===== src/rtl/adi_pkg.sv =====
// Shared types, codes and constants of the arm/disarm interlock.
`default_nettype none
package adi_pkg;

	localparam int MAX_MONITORS_DEF = 16;
	localparam int TIMER_WIDTH_DEF  = 32;

	localparam int ACTION_W  = 3;
	localparam int ELAPSED_W = 16;
	localparam int INDEX_W   = 4;
	localparam int MODE_W    = 3;
	localparam int REPLY_W   = 3;
	localparam int MASK_W    = 16;
	localparam int COUNT_W   = 5;
	localparam int TIMEOUT_W = 32;
	localparam int CFG_IDX_W = 2;
	localparam int CFG_DATA_W = 32;

	localparam logic [COUNT_W-1:0]   COUNT_RESET   = '0;
	localparam logic [MASK_W-1:0]    KIND_RESET    = '0;
	localparam logic [TIMEOUT_W-1:0] TIMEOUT_RESET = 32'd1000;

	typedef enum logic [ACTION_W-1:0] {
		ACT_TICK       = 3'd0,
		ACT_ARM        = 3'd1,
		ACT_DISARM     = 3'd2,
		ACT_FULL_RPT   = 3'd3,
		ACT_SIMPLE_RPT = 3'd4
	} action_t;

	typedef enum logic [MODE_W-1:0] {
		MODE_CANNOT    = 3'd0,
		MODE_DISARMED  = 3'd1,
		MODE_ARMING    = 3'd2,
		MODE_ARMED     = 3'd3,
		MODE_DISARMING = 3'd4
	} mode_t;

	typedef enum logic [REPLY_W-1:0] {
		REPLY_NONE      = 3'd0,
		REPLY_ARMING    = 3'd1,
		REPLY_WARN      = 3'd2,
		REPLY_DISARMING = 3'd3,
		REPLY_ACCEPT    = 3'd4,
		REPLY_REJECT    = 3'd5
	} reply_t;

	typedef enum logic [CFG_IDX_W-1:0] {
		REG_COUNT   = 2'd0,
		REG_KIND    = 2'd1,
		REG_TIMEOUT = 2'd2
	} cfg_reg_t;

	typedef enum logic [1:0] {
		ST_IDLE,
		ST_AGE,
		ST_DECIDE
	} ctl_state_t;

	typedef struct packed {
		action_t                action;
		logic [ELAPSED_W-1:0]   elapsed;
		logic [INDEX_W-1:0]     monitor_index;
		logic                   ready_req;
	} item_t;

	typedef struct packed {
		mode_t                  arm_state;
		reply_t                 reply;
		logic                   state_changed;
		logic [MASK_W-1:0]      never_heard_mask;
		logic [MASK_W-1:0]      not_ready_mask;
		logic [MASK_W-1:0]      stale_mask;
	} result_t;

	typedef struct packed {
		logic load;
		logic age;
		logic commit;
	} dp_cmd_t;

	typedef struct packed {
		logic in_tick;
	} dp_status_t;

endpackage
`default_nettype wire


===== src/rtl/adi_ifs.sv =====
// Request, result and configuration channel interfaces of the interlock.
`default_nettype none
interface adi_item_if;
	logic                               valid;
	logic                               ready;
	logic [adi_pkg::ACTION_W-1:0]       action;
	logic [adi_pkg::ELAPSED_W-1:0]      elapsed;
	logic [adi_pkg::INDEX_W-1:0]        monitor_index;
	logic                               ready_req;

	modport source (output valid, action, elapsed, monitor_index, ready_req, input ready);
	modport sink (input valid, action, elapsed, monitor_index, ready_req, output ready);
endinterface

interface adi_result_if;
	logic                               valid;
	logic                               ready;
	logic [adi_pkg::MODE_W-1:0]         arm_state;
	logic [adi_pkg::REPLY_W-1:0]        reply;
	logic                               state_changed;
	logic [adi_pkg::MASK_W-1:0]         never_heard_mask;
	logic [adi_pkg::MASK_W-1:0]         not_ready_mask;
	logic [adi_pkg::MASK_W-1:0]         stale_mask;

	modport source (output valid, arm_state, reply, state_changed, never_heard_mask,
		not_ready_mask, stale_mask, input ready);
	modport sink (input valid, arm_state, reply, state_changed, never_heard_mask,
		not_ready_mask, stale_mask, output ready);
endinterface

interface adi_cfg_if;
	logic                               valid;
	logic                               ready;
	logic [adi_pkg::CFG_IDX_W-1:0]      index;
	logic [adi_pkg::CFG_DATA_W-1:0]     data;

	modport source (output valid, index, data, input ready);
	modport sink (input valid, index, data, output ready);
endinterface
`default_nettype wire


===== src/rtl/adi_ctrl.sv =====
// Sequencing state machine: load, age counters on a tick, commit result.
`default_nettype none
module adi_ctrl (
	input  wire logic                clk,
	input  wire logic                arst_n,
	input  wire logic                item_valid,
	output logic                     item_ready,
	output logic                     result_valid,
	input  wire logic                result_ready,
	input  wire adi_pkg::dp_status_t status,
	output adi_pkg::dp_cmd_t         cmd
);

	adi_pkg::ctl_state_t state_q, state_d;
	logic out_valid_q;
	logic out_free;

	always_ff @(posedge clk or negedge arst_n) begin
		if (!arst_n) begin
			state_q     <= adi_pkg::ST_IDLE;
			out_valid_q <= 1'b0;
		end else begin
			state_q <= state_d;
			if (cmd.commit) begin
				out_valid_q <= 1'b1;
			end else if (result_ready) begin
				out_valid_q <= 1'b0;
			end
		end
	end

	always_comb begin
		out_free   = !out_valid_q || result_ready;
		state_d    = state_q;
		cmd        = '0;
		item_ready = 1'b0;
		case (state_q)
			adi_pkg::ST_IDLE: begin
				item_ready = 1'b1;
				if (item_valid) begin
					cmd.load = 1'b1;
					state_d  = status.in_tick ? adi_pkg::ST_AGE : adi_pkg::ST_DECIDE;
				end
			end
			adi_pkg::ST_AGE: begin
				cmd.age = 1'b1;
				state_d = adi_pkg::ST_DECIDE;
			end
			adi_pkg::ST_DECIDE: begin
				if (out_free) begin
					cmd.commit = 1'b1;
					item_ready = 1'b1;
					if (item_valid) begin
						cmd.load = 1'b1;
						state_d  = status.in_tick ? adi_pkg::ST_AGE : adi_pkg::ST_DECIDE;
					end else begin
						state_d = adi_pkg::ST_IDLE;
					end
				end
			end
			default: begin
				state_d = adi_pkg::ST_IDLE;
			end
		endcase
	end

	assign result_valid = out_valid_q;

endmodule
`default_nettype wire


===== src/rtl/adi_datapath.sv =====
// Monitor lanes, configuration registers, arm mode and result register.
`default_nettype none
module adi_datapath #(
	parameter int MAX_MONITORS = adi_pkg::MAX_MONITORS_DEF,
	parameter int TIMER_WIDTH  = adi_pkg::TIMER_WIDTH_DEF
) (
	input  wire logic                             clk,
	input  wire logic                             arst_n,
	input  wire adi_pkg::item_t                   item,
	input  wire logic                             cfg_we,
	input  wire logic [adi_pkg::CFG_IDX_W-1:0]    cfg_index,
	input  wire logic [adi_pkg::CFG_DATA_W-1:0]   cfg_data,
	input  wire adi_pkg::dp_cmd_t                 cmd,
	output adi_pkg::dp_status_t                   status,
	output adi_pkg::result_t                      result
);

	localparam int SUM_W = ((TIMER_WIDTH > adi_pkg::ELAPSED_W) ?
		TIMER_WIDTH : adi_pkg::ELAPSED_W) + 1;
	localparam int CMP_W = (TIMER_WIDTH > adi_pkg::TIMEOUT_W) ?
		TIMER_WIDTH : adi_pkg::TIMEOUT_W;

	logic [adi_pkg::COUNT_W-1:0]   count_q;
	logic [adi_pkg::MASK_W-1:0]    kind_q;
	logic [adi_pkg::TIMEOUT_W-1:0] timeout_q;

	adi_pkg::item_t item_q;
	adi_pkg::mode_t mode_q, mode_d;
	adi_pkg::reply_t reply_d;
	logic changed_d;

	logic [MAX_MONITORS-1:0] heard_q, ready_q;
	logic [TIMER_WIDTH-1:0]  cnt_q [MAX_MONITORS];
	logic [TIMER_WIDTH-1:0]  aged   [MAX_MONITORS];

	logic [MAX_MONITORS-1:0] lane_used, never_l, notready_l, stale_l;
	logic [adi_pkg::MASK_W-1:0] never_m, notready_m, stale_m;

	logic is_tick, is_rpt, rpt_simple, idx_used, rpt_accept, all_ok;

	assign status.in_tick = (item.action == adi_pkg::ACT_TICK);

	// Per-monitor aging and classification, one lane per monitor.
	for (genvar g = 0; g < MAX_MONITORS; g++) begin : g_lane
		logic [SUM_W-1:0] sum;
		assign sum = SUM_W'(cnt_q[g]) + SUM_W'(item_q.elapsed);
		assign aged[g] = (|sum[SUM_W-1:TIMER_WIDTH]) ? '1 : sum[TIMER_WIDTH-1:0];
		assign lane_used[g]  = (32'(count_q) > 32'(g));
		assign never_l[g]    = lane_used[g] && !heard_q[g];
		assign notready_l[g] = lane_used[g] && heard_q[g] && !ready_q[g];
		assign stale_l[g]    = lane_used[g] && heard_q[g] && ready_q[g] &&
			(CMP_W'(cnt_q[g]) > CMP_W'(timeout_q));
	end

	for (genvar b = 0; b < adi_pkg::MASK_W; b++) begin : g_mask
		if (b < MAX_MONITORS) begin : g_on
			assign never_m[b]    = never_l[b];
			assign notready_m[b] = notready_l[b];
			assign stale_m[b]    = stale_l[b];
		end else begin : g_off
			assign never_m[b]    = 1'b0;
			assign notready_m[b] = 1'b0;
			assign stale_m[b]    = 1'b0;
		end
	end

	always_comb begin
		is_tick    = (item_q.action == adi_pkg::ACT_TICK);
		rpt_simple = (item_q.action == adi_pkg::ACT_SIMPLE_RPT);
		is_rpt     = rpt_simple || (item_q.action == adi_pkg::ACT_FULL_RPT);
		idx_used   = (adi_pkg::COUNT_W'(item_q.monitor_index) < count_q) &&
			(32'(item_q.monitor_index) < 32'(MAX_MONITORS));
		rpt_accept = is_rpt && idx_used && (kind_q[item_q.monitor_index] == rpt_simple);
		all_ok     = (count_q != '0) && !(|{never_l, notready_l, stale_l});

		mode_d    = mode_q;
		reply_d   = adi_pkg::REPLY_NONE;
		changed_d = 1'b0;
		case (item_q.action)
			adi_pkg::ACT_TICK: begin
				if (!all_ok) begin
					mode_d = adi_pkg::MODE_CANNOT;
				end else begin
					case (mode_q)
						adi_pkg::MODE_CANNOT:    mode_d = adi_pkg::MODE_DISARMED;
						adi_pkg::MODE_ARMING:    mode_d = adi_pkg::MODE_ARMED;
						adi_pkg::MODE_DISARMING: mode_d = adi_pkg::MODE_DISARMED;
						default:                 mode_d = mode_q;
					endcase
				end
				changed_d = (mode_d != mode_q);
			end
			adi_pkg::ACT_ARM: begin
				if (mode_q == adi_pkg::MODE_DISARMED) begin
					mode_d  = adi_pkg::MODE_ARMING;
					reply_d = adi_pkg::REPLY_ARMING;
				end else if (mode_q == adi_pkg::MODE_CANNOT) begin
					reply_d = adi_pkg::REPLY_WARN;
				end
			end
			adi_pkg::ACT_DISARM: begin
				if (mode_q == adi_pkg::MODE_ARMED) begin
					mode_d  = adi_pkg::MODE_DISARMING;
					reply_d = adi_pkg::REPLY_DISARMING;
				end
			end
			adi_pkg::ACT_FULL_RPT, adi_pkg::ACT_SIMPLE_RPT: begin
				reply_d = rpt_accept ? adi_pkg::REPLY_ACCEPT : adi_pkg::REPLY_REJECT;
			end
			default: begin
				reply_d = adi_pkg::REPLY_NONE;
			end
		endcase
	end

	always_ff @(posedge clk or negedge arst_n) begin
		if (!arst_n) begin
			count_q   <= adi_pkg::COUNT_RESET;
			kind_q    <= adi_pkg::KIND_RESET;
			timeout_q <= adi_pkg::TIMEOUT_RESET;
			mode_q    <= adi_pkg::MODE_CANNOT;
			heard_q   <= '0;
			ready_q   <= '0;
			for (int i = 0; i < MAX_MONITORS; i++) begin
				cnt_q[i] <= '0;
			end
		end else begin
			if (cfg_we) begin
				case (adi_pkg::cfg_reg_t'(cfg_index))
					adi_pkg::REG_COUNT:   count_q   <= cfg_data[adi_pkg::COUNT_W-1:0];
					adi_pkg::REG_KIND:    kind_q    <= cfg_data[adi_pkg::MASK_W-1:0];
					adi_pkg::REG_TIMEOUT: timeout_q <= cfg_data[adi_pkg::TIMEOUT_W-1:0];
					default: ;
				endcase
			end
			if (cmd.commit) begin
				mode_q <= mode_d;
			end
			for (int i = 0; i < MAX_MONITORS; i++) begin
				if (cmd.age) begin
					cnt_q[i] <= aged[i];
				end else if (cmd.commit && rpt_accept &&
					(32'(item_q.monitor_index) == 32'(i))) begin
					heard_q[i] <= 1'b1;
					ready_q[i] <= item_q.ready_req;
					cnt_q[i]   <= '0;
				end
			end
		end
	end

	// Request and result payload registers
	always_ff @(posedge clk) begin
		if (cmd.load) begin
			item_q <= item;
		end
		if (cmd.commit) begin
			result.arm_state        <= mode_d;
			result.reply            <= reply_d;
			result.state_changed    <= changed_d;
			result.never_heard_mask <= is_tick ? never_m : '0;
			result.not_ready_mask   <= is_tick ? notready_m : '0;
			result.stale_mask       <= is_tick ? stale_m : '0;
		end
	end

endmodule
`default_nettype wire


===== src/rtl/arm_disarm_interlock.sv =====
// Top level of the arm/disarm interlock: controller plus monitor datapath.
//
//   channel  | modport | payload                                        | accepted when
//   item     | sink    | action, elapsed, monitor_index, ready_req      | valid && ready
//   result   | source  | arm_state, reply, state_changed, three masks   | valid && ready
//   cfg      | sink    | index (0 count, 1 kind mask, 2 timeout), data  | valid && ready
//
// A tick ages all counters and then classifies and commits; any other request
// goes straight to classify and commit. Each request is one pass of the controller.
// The result register frees the request side: a new request is taken while a
// result waits, and a commit holds only while the result register is full.
// Reset clears mode, monitor flags and counters; cfg is always ready.
`default_nettype none
module arm_disarm_interlock #(
	parameter int MAX_MONITORS = adi_pkg::MAX_MONITORS_DEF,
	parameter int TIMER_WIDTH  = adi_pkg::TIMER_WIDTH_DEF
) (
	input  wire logic    clk,
	input  wire logic    arst_n,
	adi_item_if.sink     item,
	adi_result_if.source result,
	adi_cfg_if.sink      cfg
);

	adi_pkg::dp_cmd_t    cmd;
	adi_pkg::dp_status_t status;
	adi_pkg::item_t      item_pl;
	adi_pkg::result_t    res_pl;

	assign item_pl.action        = adi_pkg::action_t'(item.action);
	assign item_pl.elapsed       = item.elapsed;
	assign item_pl.monitor_index = item.monitor_index;
	assign item_pl.ready_req     = item.ready_req;

	assign cfg.ready = 1'b1;

	adi_ctrl u_ctrl (
		.clk          (clk),
		.arst_n       (arst_n),
		.item_valid   (item.valid),
		.item_ready   (item.ready),
		.result_valid (result.valid),
		.result_ready (result.ready),
		.status       (status),
		.cmd          (cmd)
	);

	adi_datapath #(
		.MAX_MONITORS (MAX_MONITORS),
		.TIMER_WIDTH  (TIMER_WIDTH)
	) u_datapath (
		.clk       (clk),
		.arst_n    (arst_n),
		.item      (item_pl),
		.cfg_we    (cfg.valid && cfg.ready),
		.cfg_index (cfg.index),
		.cfg_data  (cfg.data),
		.cmd       (cmd),
		.status    (status),
		.result    (res_pl)
	);

	assign result.arm_state        = res_pl.arm_state;
	assign result.reply            = res_pl.reply;
	assign result.state_changed    = res_pl.state_changed;
	assign result.never_heard_mask = res_pl.never_heard_mask;
	assign result.not_ready_mask   = res_pl.not_ready_mask;
	assign result.stale_mask       = res_pl.stale_mask;

endmodule
`default_nettype wire


===== src/flat_wrapper.sv =====
// flat-port wrapper written by rule: the top's interface ports become plain ports
module arm_disarm_interlock_flat 
#(
	parameter int MAX_MONITORS = adi_pkg::MAX_MONITORS_DEF,
	parameter int TIMER_WIDTH  = adi_pkg::TIMER_WIDTH_DEF
)
  (clk, arst_n, item_valid, item_action, item_elapsed, item_monitor_index, item_ready_req, item_ready, result_valid, result_arm_state, result_reply, result_state_changed, result_never_heard_mask, result_not_ready_mask, result_stale_mask, result_ready, cfg_valid, cfg_index, cfg_data, cfg_ready);
  adi_item_if item_i ();
  adi_result_if result_i ();
  adi_cfg_if cfg_i ();
  input  wire logic clk;
  input  wire logic arst_n;
  input wire logic [$bits(item_i.valid)-1:0] item_valid;
  input wire logic [$bits(item_i.action)-1:0] item_action;
  input wire logic [$bits(item_i.elapsed)-1:0] item_elapsed;
  input wire logic [$bits(item_i.monitor_index)-1:0] item_monitor_index;
  input wire logic [$bits(item_i.ready_req)-1:0] item_ready_req;
  output wire logic [$bits(item_i.ready)-1:0] item_ready;
  output wire logic [$bits(result_i.valid)-1:0] result_valid;
  output wire logic [$bits(result_i.arm_state)-1:0] result_arm_state;
  output wire logic [$bits(result_i.reply)-1:0] result_reply;
  output wire logic [$bits(result_i.state_changed)-1:0] result_state_changed;
  output wire logic [$bits(result_i.never_heard_mask)-1:0] result_never_heard_mask;
  output wire logic [$bits(result_i.not_ready_mask)-1:0] result_not_ready_mask;
  output wire logic [$bits(result_i.stale_mask)-1:0] result_stale_mask;
  input wire logic [$bits(result_i.ready)-1:0] result_ready;
  input wire logic [$bits(cfg_i.valid)-1:0] cfg_valid;
  input wire logic [$bits(cfg_i.index)-1:0] cfg_index;
  input wire logic [$bits(cfg_i.data)-1:0] cfg_data;
  output wire logic [$bits(cfg_i.ready)-1:0] cfg_ready;
  assign item_i.valid = item_valid;
  assign item_i.action = item_action;
  assign item_i.elapsed = item_elapsed;
  assign item_i.monitor_index = item_monitor_index;
  assign item_i.ready_req = item_ready_req;
  assign item_ready = item_i.ready;
  assign result_valid = result_i.valid;
  assign result_arm_state = result_i.arm_state;
  assign result_reply = result_i.reply;
  assign result_state_changed = result_i.state_changed;
  assign result_never_heard_mask = result_i.never_heard_mask;
  assign result_not_ready_mask = result_i.not_ready_mask;
  assign result_stale_mask = result_i.stale_mask;
  assign result_i.ready = result_ready;
  assign cfg_i.valid = cfg_valid;
  assign cfg_i.index = cfg_index;
  assign cfg_i.data = cfg_data;
  assign cfg_ready = cfg_i.ready;
  arm_disarm_interlock #(.MAX_MONITORS(MAX_MONITORS), .TIMER_WIDTH(TIMER_WIDTH)) u_core (.clk(clk), .arst_n(arst_n), .item(item_i), .result(result_i), .cfg(cfg_i));
endmodule

===== config.mk =====
export PLATFORM = sky130hd
export DESIGN_NAME = arm_disarm_interlock_flat
export DESIGN_NICKNAME = d
export VERILOG_FILES = /design/src/rtl/adi_pkg.sv /design/src/rtl/adi_ifs.sv /design/src/rtl/adi_ctrl.sv /design/src/rtl/adi_datapath.sv /design/src/rtl/arm_disarm_interlock.sv /design/src/flat_wrapper.sv
export SDC_FILE = /design/constraint.sdc
export NUM_CORES = 2
export LEC_CHECK = 0
export BUFFER_PORTS_ARGS = -buffer_cell sky130_fd_sc_hd__buf_4
export CAP_MARGIN = 15
export CORE_UTILIZATION = 45
export DETAILED_ROUTE_END_ITERATION = 12
export GPL_ROUTABILITY_DRIVEN = 0
export SLEW_MARGIN = 20
export SYNTH_ARGS = -nofsm -noshare
export SYNTH_HDL_FRONTEND = slang
export SYNTH_SLANG_ARGS = --single-unit

===== constraint.sdc =====
create_clock -name clk -period 4.5 [get_ports clk]
set_input_delay 0.225 -clock clk [delete_from_list [all_inputs] [get_ports clk]]
set_output_delay 0.225 -clock clk [all_outputs]
set_load 0.03 [all_outputs]

## Yosys cells after proc, flatten, opt, wreduce, memory -nomap -nowiden

Cells that the tools add are included.

| cells by class | value |
|---|---|
| add/subtract/negate cells | 16 |
| $lt $le $gt $ge | 34 |
| eq/ne operators | 31 |
| muxes and demuxes | 75 |
| bitwise operators | 1 |
| reduce and logical (&&, ||, !) cells | 183 |

Operators with widths:

| kind | count |
|---|---|
| $mux W32 | 48 |
| $add A32 B16 Y33 | 16 |
| $gt A32 B32 Y1 | 16 |
| $logic_and A1 B1 Y1 | 100 |
| $reduce_or A48 Y1 | 1 |
| $gt A5 B4 Y1 const B | 8 |
| $reduce_and A2 Y1 | 20 |
| $logic_not A1 Y1 | 34 |
| $reduce_bool A2 Y1 | 17 |
| $eq A4 B4 Y1 const B | 8 |
| $gt A5 B3 Y1 const B | 4 |
| $pmux W3 S3 | 2 |
| $eq A4 B3 Y1 const B | 4 |
| $mux W2 | 7 |
| $eq A3 B2 Y1 const B | 4 |
| $mux W3 | 4 |
| $gt A5 B1 Y1 const B | 2 |
| $gt A5 B2 Y1 const B | 2 |
| $logic_not A3 Y1 | 3 |
| $mux W1 | 9 |
| $eq A4 B2 Y1 const B | 2 |
| $eq A3 B1 Y1 const B | 2 |
| $eq A3 B3 Y1 const B | 2 |
| $pmux W2 S3 | 1 |
| 17 further kinds | 24 |

| storage, ports and cells | value |
|---|---|
| flip-flop bits (word level) | 682 |
| output and inout port bits | 58 |
| logic and storage cells | 404 |

## Logic depth before layout (Yosys ltp)

| depth | value |
|---|---|
| depth in word-level cells | 10 |
| mapped depth | 14 |
| depth with buffers taken out | 12 |

## By module

A second synthesis with hierarchy kept.

| second synthesis, totals | value |
|---|---|
| cell total of the unflattened synthesis | 6017 |
| area, all modules | 53649.0 µm² |

By module, submodules not included:

| module | instances | cells each | area each (µm²) | sequential area each (µm²) |
|---|---|---|---|---|
| adi_datapath | 1 | 5999 | 53478.8 | 17394.2 |
| adi_ctrl | 1 | 16 | 158.9 | 75.1 |
| arm_disarm_interlock | 1 | 2 | 11.3 | 0.0 |

## Worst setup path after synthesis

No wires, ideal clock.

| timing | value |
|---|---|
| path type | register to register |
| from | register u_core.u_datapath.item_q[6] (netlist name) |
| to | register u_core.u_datapath.cnt_q[284] (netlist name) |
| library setup time | 0.126 ns |
| data arrival time | 3.931 ns |
| required time | 4.374 ns |
| setup slack | 0.443 ns |
| stages on the path, launching flop included | 11 |
| path buffers | 0 |
| clock period less this slack | 4.057 ns |
| cells stage by stage | edfxtp_1 -> inv_1 -> fa_1 -> nor2b_1 -> o21ai_0 -> a211o_1 -> nand2_1 -> o21ai_0 -> a2111oi_0 -> nand3_1 -> o311a_1 |

| on the way | value |
|---|---|
| cells in the longest elaborated chain, start to end | 3 |

RTL lines:

| what | line | source |
|---|---|---|
| from (decl) | adi_datapath.sv:27 | `adi_pkg::item_t item_q;` |
| from (signal assigned) | adi_datapath.sv:155 | `item_q <= item;` |
| $add A32 B16 Y33 | adi_datapath.sv:46 | `assign sum = SUM_W'(cnt_q[g]) + SUM_W'(item_q.elapsed);` |
| $mux W32 | adi_datapath.sv:47 | `assign aged[g] = (\|sum[SUM_W-1:TIMER_WIDTH]) ? '1 : sum[TIMER_WIDTH-1:0];` |
| $mux W32 | adi_datapath.sv:140 | `if (cmd.age) begin` |
| to (signal, indexed assignment) | adi_datapath.sv:141 | `cnt_q[i] <= aged[i];` |
| to (decl) | adi_datapath.sv:33 | `logic [TIMER_WIDTH-1:0] cnt_q [MAX_MONITORS];` |

Every way passes these cells.
A chain may end at the register's enable or synchronous reset.

## Worst setup path after layout

| timing | value |
|---|---|
| from | register u_core.u_datapath.timeout_q[5] (netlist name) |
| to | register u_core.u_datapath.result[52] (netlist name) |

| on the way | value |
|---|---|
| cells in the longest elaborated chain, start to end | 8 |
| elaborated cells on any way between the ends | 38 |
| classes of those cells | order compare: 16; mux: 3; reduce/logical: 19 |

RTL lines:

| what | line | source |
|---|---|---|
| from (decl) | adi_datapath.sv:25 | `logic [adi_pkg::TIMEOUT_W-1:0] timeout_q;` |
| from (signal assigned) | adi_datapath.sv:120 | `timeout_q <= adi_pkg::TIMEOUT_RESET;` |
| from (signal assigned) | adi_datapath.sv:132 | `adi_pkg::REG_TIMEOUT: timeout_q <= cfg_data[adi_pkg::TIMEOUT_W-1:0];` |
| $gt A32 B32 Y1 | adi_datapath.sv:52 | `(CMP_W'(cnt_q[g]) > CMP_W'(timeout_q));` |
| $logic_and A1 B1 Y1 | adi_datapath.sv:51 | `assign stale_l[g] = lane_used[g] && heard_q[g] && ready_q[g] &&` |
| $reduce_or A48 Y1 (*) | adi_datapath.sv:74 | `all_ok = (count_q != '0) && !(\|{never_l, notready_l, stale_l});` |
| $logic_not A1 Y1 (*) | adi_datapath.sv:74 |  |
| $logic_and A1 B1 Y1 (*) | adi_datapath.sv:74 |  |
| $mux W3 (*) | adi_datapath.sv:81 | `if (!all_ok) begin` |
| $mux W3 (*) | adi_datapath.sv:79 | `case (item_q.action)` |
| $pmux W3 S3 (*) | adi_datapath.sv:79 |  |
| via u_core.u_datapath.mode_d[0] | adi_datapath.sv:28 | `adi_pkg::mode_t mode_q, mode_d;` |

Mark *: on every way through the listed nets, which the timed path passes. The rest lies on a longest branch. The select of a mux whose other input is x is not followed.

==> qor.csv <==
stage;metric;value;unit
synthesis;ys_types;98;
clock_network;clk_pin_slew;0.06;ns
synthesis;synth.cell_area;53740;sq um
worst_setup_path;path_cells;inv_1, buf_4, ha_1, nand4_1, nor3_1, and4_1, nor2_1, a22oi_1, o2111ai_1, or4bb_1, or3_1, o21ai_0;
timing;fin_crit_sh;95.33;%
placed_design;place_hpwl;145200;um
worst_setup_path;r2r-end;u_core.u_datapath.result[52]$_DFFE_PP_;
timing;worst_slew_pin_slew;1.141;ns
worst_setup_path;r2r_slack;0.21;ns
synthesis;async_flop_share;88.42;%
drt;routed-wl-met2;85550;um
worst_setup_path;crit_start;u_core.u_datapath.timeout_q[5]$_DFFE_PN1P_;
floorplanning;row_count;126;
drt;drtAntennaViolNets;0;
timing;setup_ws;0.2102;ns
timing;slew_violations;0;
floorplanning;core_region_area;118200;sq um
worst_setup_path;crit_required;5.02;ns
layout;syn_to_final_growth;14.73;%
drt;drtIter0Drc;5594;
run;max_cap_viol_count;0;
worst_setup_path;max_stage_delay;0.56;ns
clock_network;cts_tree;done;
clock_network;clock_latency;0.70;ns
worst_setup_path;worstPathArrival;4.81;ns
synthesis;synth_largest_area_cell;dfrtp_1;
timing;skew;0.02819;ns
grt;grt_max_degree;117;
grt;antenna_found_initial;16;
worst_setup_path;rr_startpoint;u_core.u_datapath.timeout_q[5]$_DFFE_PN1P_;
drt;met1_length;88380;um
synthesis;synth_edf_count;79;
floorplanning;io_pins;121;
floorplanning;die_height;347.6;um
power_and_ir_drop;power_density;604.6;nW/um^2
clock_network;clockBufferDepth;3;
timing;period_needed;4.290;ns
synthesis;synth_most_common_cell;ha_1;
timing;relSlewSlack;23.25;%
drt;via_per_inst;6.420;
run_status;status;finished, final reports clean;
floorplanning;die-area;120800;sq um
timing;fin_hold_ws;0.06072;ns
drt;vias;51060;
placed_design;dp_slack;0.2992;ns
synthesis;synthesis.area_per_instance;8.889;sq um
worst_setup_path;cp_num_cells;12;
clock_network;cts.sinks;682;
floorplanning;initial_core_util;45.45;%
synthesis;syn_nets;6895;
clock_network;cts-root-buf;clkbuf_16;
worst_setup_path;critPathMaxFanout;7;
clock_network;cts.htree.levels;3;
clock_network;cts-buffers-inserted;87;
layout;fillers;10910;
power_and_ir_drop;power_leakage;27.49;nW
timing;setup_violations;0;
layout;nets;7189;
grt;grt_use_total;32.93;%
synthesis;netlist_instances;6045;
timing;setup_tns;0;ns
grt;grt_pass1_vias;47010;
min_path;whs_path_depth;4;
drt;route.met3.wl;18680;um
drt;drt_first_pass_iters;10;
drt;wirelength;202700;um
synthesis;synth.area.top_cells;dfrtp_1 28%, ha_1 18%, a21oi_1 5.3%;
synthesis;synth_common_cells;771 x ha_1, 597 x dfrtp_1, 572 x a21oi_1, 535 x nand2_1, 409 x o21ai_0;
synthesis;synth_top_area_share;27.80;%
layout;drive_gt1_share;10.40;%
worst_setup_path;cp_slowest_cell;or4bb_1;
worst_setup_path;crit_type;reg2reg;
synthesis;ys_seq_area_share;32.51;%
placed_design;port_buffers;119;
timing;rsz0062_at_grt;false;
synthesis;yosys_warnings;0;
worst_setup_path;cp-end-kind;register;
floorplanning;die_width;347.6;um
worst_setup_path;reg2reg_depth;12;
timing;fmax;0.2331;GHz
grt;overflow;0;
synthesis;synth_seq_cells;682;
grt;grt_pass1_wl;301400;um
clock_network;post_cts_buffers;0;
worst_setup_path;critPathBufInv;2;
drt;highest_layer;met5;
drt;wl_per_cell;25.48;um
drt;remaining_drc_errors;0;
min_path;worstHoldPathType;in2reg;
timing;final_hold_viol_count;0;
worst_setup_path;crit_family;simple AND/OR/NAND/NOR gates;
worst_setup_path;worstSetupStartpointType;register;
synthesis;synth_top_flop_cell;dfrtp_1;
worst_setup_path;endpoint;u_core.u_datapath.result[52]$_DFFE_PP_;
power_and_ir_drop;irDropWorstVdd;0.0003051;V
## area by class of cell
type                       instances  area (sq um)  share of cell area (%)
inverter                         198         743.2                   1.205
clock buffer                     111          2397                   3.888
multi-input combinational       4955         34760                   56.38
tap                             1536          1922                   3.117
timing repair buffer             415          3701                   6.003
sequential                       682         17470                   28.33
clock inverter                    52         648.1                   1.051
antenna                            4         10.01                 0.01624
## metal layers
metal / vias up / global-route usage, %
met5: - / 0
met4: 12 / 14.79
met3: 424 / 6.182
met2: 2240 / 49.16
met1: 24810 / 46.11
li1: 23570 / -
## placed cells by master (no fill, tap or decap), types with 60 or more instances in the layout
cell	Yosys	layout
ha_1	771	771
and3_1	96	96
a211oi_1	66	66
o211ai_1	87	87
buf_4	1	316
a21oi_1	572	572
dfrtp_1	597	597
a21o_1	163	163
nor2_1	343	342
nand2b_1	75	74
nand4_1	128	128
a31oi_1	210	210
xor2_1	71	71
clkbuf_16	0	87
nand3_1	260	260
o21ai_0	409	408
xnor2_1	130	130
dlygate4sd3_1	0	64
inv_1	196	172
o21a_1	60	60
nand2_1	535	535
edfxtp_1	79	79
nor3_1	163	160
## worst register-to-register path, cell delays in order, from the launching register on
cell	delay [ns]
dfstp_2	0.52
inv_1	0.23
buf_4	0.30
ha_1	0.32
nand4_1	0.16
nor3_1	0.25
and4_1	0.24
nor2_1	0.05
a22oi_1	0.44
o2111ai_1	0.28
or4bb_1	0.56
or3_1	0.52
o21ai_0	0.25
## worst min path at each step
stage	endpoint	start
after CTS	u_core.u_datapath.count_q[1]$_DFFE_PN0P_	cfg_index[0]
after detailed placement	u_core.u_datapath.cnt_q[273]$_DFFE_PN0P_	arst_n
after global routing	u_core.u_datapath.count_q[1]$_DFFE_PN0P_	cfg_index[0]
after global placement	u_core.u_datapath.cnt_q[273]$_DFFE_PN0P_	arst_n
final	u_core.u_datapath.count_q[1]$_DFFE_PN0P_	cfg_index[0]
after floorplan	u_core.u_ctrl.result_valid$_DFFE_PN0P_	arst_n
## sequential cells by signal, indices dropped and copies added, names as in the netlist
name / cells
u_core.u_datapath.mode_q: 3
u_core.u_ctrl.result_valid: 1
u_core.u_ctrl.state_q: 2
u_core.u_datapath.kind_q: 16
u_core.u_datapath.item_q: 24
u_core.u_datapath.timeout_q: 32
u_core.u_datapath.count_q: 5
u_core.u_datapath.ready_q: 16
u_core.u_datapath.result: 55
u_core.u_datapath.cnt_q: 512
u_core.u_datapath.heard_q: 16
## timing repair
item                                   in CTS  in global routing
resized for setup                           0                  0
hold buffers                               64                  0
endpoints found under the hold margin     155                  0
setup endpoints to repair                   0                  0
## power by group
part | leakage [nW] | total (mW) | switching, mW | internal, mW
registers | 7.76 | 10.8 | 2.64 | 8.15
logic | 18.3 | 19.0 | 10.7 | 8.25
clock network | 1.47 | 7.53 | 3.10 | 4.43
## cell families (layout without fill, tap and decap cells)
kind of cell	count (synthesis)	count (layout)	synth area share, %
other cells	1	5	0.006978
mux	73	73	1.609
flops	682	682	32.51
compound gates	1959	1959	23.15
fa+ha+maj	788	788	18.57
xor+xnor	201	201	3.276
simple gates	1933	1933	17.97
buf+inv	408	776	2.917
## stage by stage
step           total power [mW]  cells  cell area [sq um]  utilization (%)
2_1_floorplan             23.66   6045              53740                -
3_3_place_gp              28.79   7718              57880            48.95
3_5_place_dp              29.23   7722              57960            49.02
4_1_cts                   36.97   7949              61640            52.13
5_1_grt                   40.14   7949              61640            52.13
6_report                  37.28   7953              61650            52.14
No activity file was read; power rests on OpenSTA's default activity.
